### src/design/kdm_pkg.sv
// Shared types and constants for the key to dense id mapper.
package kdm_pkg;

    // Fixed widths of the transaction fields.
    localparam int IN_KEY_W = 32;
    localparam int IDENT_W  = 8;

    // Codes of the kind field.
    localparam logic KIND_LOOKUP = 1'b0;
    localparam logic KIND_CLEAR  = 1'b1;

    // Input transaction.
    typedef struct packed {
        logic                kind;
        logic [IN_KEY_W-1:0] key;
    } t_in;

    // Result transaction.
    typedef struct packed {
        logic [IDENT_W-1:0] ident;
        logic               was_present;
        logic               table_full;
    } t_out;

    // Search token handed from cell to cell.
    typedef struct packed {
        logic valid;
        logic hit;
        logic ins;
    } t_tok;

endpackage

### src/design/kdm_cell.sv
// One table entry of the mapper: stored key, compare and token stage.
module kdm_cell import kdm_pkg::*; #(
    parameter int KEY_WIDTH = 32,
    parameter int IDX_W     = 8,
    parameter int CNT_W     = 9,
    parameter int INDEX     = 0
) (
    input  logic                 i_clk,
    input  logic                 i_rst_n,
    input  t_tok                 i_tok,
    input  logic [IDX_W-1:0]     i_id,
    input  logic [KEY_WIDTH-1:0] i_key,
    input  logic [CNT_W-1:0]     i_count,
    output t_tok                 o_tok,
    output logic [IDX_W-1:0]     o_id
);

    logic [KEY_WIDTH-1:0] r_stored;
    t_tok                 r_tok;
    logic [IDX_W-1:0]     r_id;
    t_tok                 n_tok;
    logic [IDX_W-1:0]     n_id;
    logic                 w_live;
    logic                 w_below;
    logic                 w_at;
    logic                 w_hit;
    logic                 w_ins;

    // A token that has not yet been resolved is still searching.
    assign w_live  = i_tok.valid & ~i_tok.hit & ~i_tok.ins;
    assign w_below = CNT_W'(INDEX) < i_count;
    assign w_at    = CNT_W'(INDEX) == i_count;
    assign w_hit   = w_live & w_below & (r_stored == i_key);
    assign w_ins   = w_live & w_at;

    // Resolve the token here on a hit or at the first free entry.
    always_comb begin
        n_tok       = i_tok;
        n_tok.hit   = i_tok.hit | w_hit;
        n_tok.ins   = i_tok.ins | w_ins;
        n_id        = (w_hit | w_ins) ? IDX_W'(INDEX) : i_id;
    end

    // Token stage, cleared by reset.
    always_ff @(posedge i_clk) begin
        if (!i_rst_n) begin
            r_tok <= '0;
        end else begin
            r_tok <= n_tok;
        end
    end

    // Payload: id travelling with the token and the stored key.
    always_ff @(posedge i_clk) begin
        r_id <= n_id;
        if (w_ins) begin
            r_stored <= i_key;
        end
    end

    assign o_tok = r_tok;
    assign o_id  = r_id;

endmodule

### config.mk
export PLATFORM = sky130hd
export DESIGN_NAME = kdm_cell
export DESIGN_NICKNAME = d
export VERILOG_FILES = /design/src/design/kdm_pkg.sv /design/src/design/kdm_cell.sv
export SDC_FILE = /design/constraint.sdc
export NUM_CORES = 1
export LEC_CHECK = 0
export BUFFER_PORTS_ARGS = -buffer_cell sky130_fd_sc_hd__buf_4
export CORE_MARGIN = 2
export CORE_UTILIZATION = 43
export CTS_CLUSTER_SIZE = 30
export DETAILED_ROUTE_END_ITERATION = 10
export PLACE_DENSITY = 0.73
export SYNTH_ARGS = -nofsm -noshare
export SYNTH_HDL_FRONTEND = slang
export SYNTH_SLANG_ARGS = --single-unit
### constraint.sdc
create_clock -name i_clk -period 2.75 [get_ports i_clk]
set_clock_uncertainty 0.15 [all_clocks]
set_input_delay 0.55 -clock i_clk [delete_from_list [all_inputs] [get_ports i_clk]]
set_output_delay 0.55 -clock i_clk [all_outputs]
set_load 0.1 [all_outputs]
## After elaboration in Yosys (flattened, before gate mapping)

Cells that the tools add are included.

- Order comparisons: 1
- Equality and inequality tests: 1
- Bitwise gates (word level): 10
- Reduce and logical (&&, ||, !) cells: 1

Operators with widths:

| kind | count |
|---|---|
| $eq 32x32->1 | 1 |
| $logic_not 9->1 | 1 |
| $lt 1x9->1 const A | 1 |
| $and 1x1->1 | 5 |
| $or 1x1->1 | 3 |
| $not 1->1 | 2 |

- Bits in registers: 43
- Input port bits: 54
- Output and inout bits: 11
- Logic and storage cells: 18

## Logic depth before layout (Yosys ltp)

- Depth after elaboration: 6
- Gate-level depth with buffers: 5
- Depth with buffers taken out: 5

## Worst setup path before layout

Ideal clock, no wire load.

- Path kind: input to register
- Start point: input port i_tok[1] (netlist bit)
- End point: register r_stored[0], enable pin
- Library setup time: 387 ps
- Arrival time: 1,927 ps
- Data required time: 2,213 ps
- Path slack: 286 ps
- Stages on the path: 3
- Buffers on the path: 0
- Cells stage by stage: or3b_1 -> or2_2 -> inv_1

- Longest elaborated chain between the ends: 4

RTL lines:

| item | line | RTL |
|---|---|---|
| start: declaration | kdm_cell.sv:10 | `input t_tok i_tok,` |
| $not 1->1 | kdm_cell.sv:30 | `assign w_live = i_tok.valid & ~i_tok.hit & ~i_tok.ins;` |
| $and 1x1->1 (2 in a row) | kdm_cell.sv:30 |  |
| $and 1x1->1 | kdm_cell.sv:34 | `assign w_ins = w_live & w_at;` |
| via w_ins | kdm_cell.sv:27 | `logic w_ins;` |
| end signal: assignment | kdm_cell.sv:57 | `r_stored <= i_key;` |
| end: declaration | kdm_cell.sv:18 | `logic [KEY_WIDTH-1:0] r_stored;` |

The timed path passes the listed nets, and every way through them passes these cells.
A chain may end at the register's enable or synchronous reset.

## Worst setup path after layout

- Start point: input port i_tok[1] (netlist bit)
- End point: register r_id[7] (netlist: o_id[7])

- Longest elaborated chain between the ends: 6
- Elaborated cells on any way between the ends: 7
- Classes of those cells: 7 x bitwise

RTL lines:

| item | line | RTL |
|---|---|---|
| $not 1->1 * | kdm_cell.sv:30 |  |
| $and 1x1->1 * (2 in a row) | kdm_cell.sv:30 |  |
| $and 1x1->1 (2 in a row) | kdm_cell.sv:33 | `assign w_hit = w_live & w_below & (r_stored == i_key);` |
| $or 1x1->1 * | kdm_cell.sv:41 | `n_id = (w_hit \| w_ins) ? IDX_W'(INDEX) : i_id;` |
| end signal: assignment | kdm_cell.sv:55 | `r_id <= n_id;` |
| end: declaration | kdm_cell.sv:20 | `logic [IDX_W-1:0] r_id;` |

Mark *: on every way between the ends. The rest lies on a longest branch, timed or not.

==> impl_summary.md <==
STA
The count of final max-slew check failures is 0. After routing, the total negative slack on setup checks comes to 0 ps. The normalized max-slew margin is 74.5%. The final-report hold violation count is 0. The actual transition at the worst max-transition pin is 379 ps. Setup repair after global routing left no endpoint under its margin. The time the worst path needs with I/O delays and setup is 2080 ps. The highest clock frequency the design can meet is 0.480 GHz. The worst path uses 75.8% of the clock period. The final-report setup violation count is 0.

Clocking
In this run, CTS created clock tree buffers numbering 5. The cell at the root of the clock tree is clkbuf_8. The maximum buffer depth of the clock tree is 2. The CTS clock-pin slew for the worst setup and hold paths is 80 ps. The number of gates resized after CTS was 0. TritonCTS built the clock tree.

For the worst-skew pair, the clock arrives at the later sink with an insertion delay of 290 ps. The H-tree was split into 2 levels. The hold-fix buffer count after cts is 0.

Counting every sink on the clock net gives 43. After clock tree synthesis, the setup repair step added 0 buffers.

Routing
The detailed-route wire length is 3280 µm. Dividing the detail-routed via count by the number of cells gives 4.71. Across all layers, the routed design uses 1111 vias. The pre-antenna-repair detailed-routing pass consisted of 4 iterations. Dividing the detail-routed wire length by the instance count gives 13.9 µm. In this run the remaining antenna-violating nets after routing total 0. The DRC violations left is 0. In this run, the number of DRC markers left after iteration 0 of detailed routing was 90.

Setup path
The required time of the worst setup path is 2770 ps. STA puts the critical path data arrival time at 2110 ps. The worst setup path is captured at a flip-flop. The nature of the critical path startpoint is an input pin. The delay contributed by the slowest stage of the critical path is 420 ps. The signal on the critical path passes through buf_4 -> or3b_1 -> nor4_1 -> nand4_1 -> o31ai_4 -> nor2_1. The critical path is of the input pin to flip-flop type.

The slowest stage of the critical path is the or3b_1 cell. The maximum net fanout on the critical path is 8.

Run status
The flow ran to the end, and the final reports show no timing, DRC or antenna violations.

Power and ir drop
The worst-case IR drop observed on VDD is 0.295 mV. Total power for the finished layout comes to 1260 µW. The cell area power density is 545 nW/µm². The leakage dissipation is 0.000967 µW.

Synthesis
The sequential area share after synthesis is 70.6%. The post-synthesis instance area is 1670 µm². The synthesized design spends more area on one cell type than any other, namely edfxtp_1. Yosys printed 0 warnings.

The number of instances in the synthesized netlist is 114. After synthesis, the share of flip-flops with an asynchronous set or reset is 0%. The most common cell in the synthesized netlist is edfxtp_1. The net count after synthesis is 168.

The post-synthesis sequential element count is 43. The number of enable flip-flop cells after synthesis is 32. In the synthesized netlist the dominant register cell turns out to be edfxtp_1. The number of different library cells used by synthesis comes to 15. By count the netlist is led by 32 x edfxtp_1, 30 x xor2_1, 11 x dfxtp_1. After synthesis, the mean cell area works out to 14.7 µm². By area the synthesized netlist is led by edfxtp_1 57%, xor2_1 16%, dfxtp_1 13%.

The fraction of synthesized cell area taken by the top area cell type is 57.4%.

Floorplan
The initialized floorplan defines 22 standard-cell rows. The floorplan step defined a core boundary enclosing 3690 µm². In this run the count of I/O pins placed on the die edge is 65. The die span in y is 66.4 µm.

The overall die width is 66.4 µm. The die footprint is 4410 µm². The starting density of the core is 45.4%.

Global routing
The maximum number of pins on one net before global-route repair is 23. The residual overflow from global routing is 0. The number of antenna violations at the first check in global routing is 0. The number of global-route vias before repair is 1201. The combined global-route utilization of all metal layers is 16.3%. The first global-routing pass estimated 5230 µm of wire.

Flow run
The count of max-cap constraint violations is 0.

Final layout
The area growth from synthesis to layout is 38.2%. The proportion of layout cells with a drive suffix above 1 is 39.9%. The repair_antennas step left the layout with diodes totalling 0. The count of nets after finishing is 241.

Placement
The routability-driven placement congestion ratio is 0.655. The number of I/O port buffers is 64. After legalization and detailed placement, the total HPWL measured 2690 µm.

Hold path
The min-delay analysis places its worst path in the category input pin to flip-flop.
[worst paths after layout]
path / slack, ps / from / cells after the start / to
worst max-delay path: 670 / i_tok[1] / 6 / o_id[7]$_SDFF_PP0_
worst min-delay path: 300 / i_key[27] / 1 / r_stored[27]$_DFFE_PP_
worst max register to register: 780 / r_stored[16]$_DFFE_PP_ / 5 / o_id[7]$_SDFF_PP0_
worst min register to register: 630 / r_stored[12]$_DFFE_PP_ / 4 / o_id[5]$_SDFF_PP0_
[worst max-delay path: cells and delay by family]
kind	cells	cell delay (ps)
buf+inv	1	110
simple gates	4	1010
compound gates	1	420
[layout make-up]
| class | count | area [µm²] |
|---|---|---|
| clock buffers | 6 | 72.6 |
| clock inverters | 2 | 11.3 |
| fillers | 315 | 1380 |
| inverters | 9 | 33.8 |
| multi-input cells | 62 | 459 |
| flip-flops and latches | 43 | 1180 |
| well taps | 48 | 60.1 |
| repair buffers | 66 | 495 |
[layer usage]
layer  up-vias  share of wire [%]  track usage, %
li1        542                  -               -
met3         6                7.4            6.81
met2        43                 49            27.8
met5         -                  0               0
met1       520                 43            19.1
met4         0               0.92            3.83
[flip-flops by register name, indices dropped and copies added (netlist names)]
signal	flops
r_stored	32
o_id	8
o_tok	3
[layout by cell type, fill, tap and decap left out, types with 2 or more instances in the layout]
| cell | count |
|---|---|
| edfxtp_1 | 32 |
| xnor2_1 | 2 |
| inv_1 | 9 |
| dfxtp_1 | 11 |
| o21a_1 | 2 |
| nand4_1 | 2 |
| clkbuf_8 | 5 |
| nor3_1 | 3 |
| buf_4 | 66 |
| xor2_1 | 30 |
| nor4_1 | 8 |
| nand3_1 | 2 |
| nor2_1 | 9 |
[power by group]
group | internal [µW] | total (µW) | switching [µW]
clock network | 178 | 380 | 202
registers | 704 | 706 | 2.64
logic | 74.5 | 175 | 101
total | 956 | 1260 | 306
[through the flow]
step                      std cells  setup slack [ps]  utilization (%)  hold WS, ps  area [µm²]
after floorplan                 114               286                -          499        1670
after detailed placement        228               352             60.4          597        2230
after CTS                       236               657             62.7          290        2310
after global routing            236               484             62.7          279        2310
after global placement          228               465             60.4          595        2230
final                           236               666             62.7          297        2310
[cells by family (layout without fill, tap and decap cells)]
family	after synthesis	in the layout	synth area share [%]
flip-flops	43	43	70.6
XOR/XNOR	32	32	16.7
AND/OR/NAND/NOR	27	27	8.52
buffers and inverters	9	83	2.02
AO/OA/AOI/OAI	3	3	2.17
No activity file was read; power rests on OpenSTA's default activity.
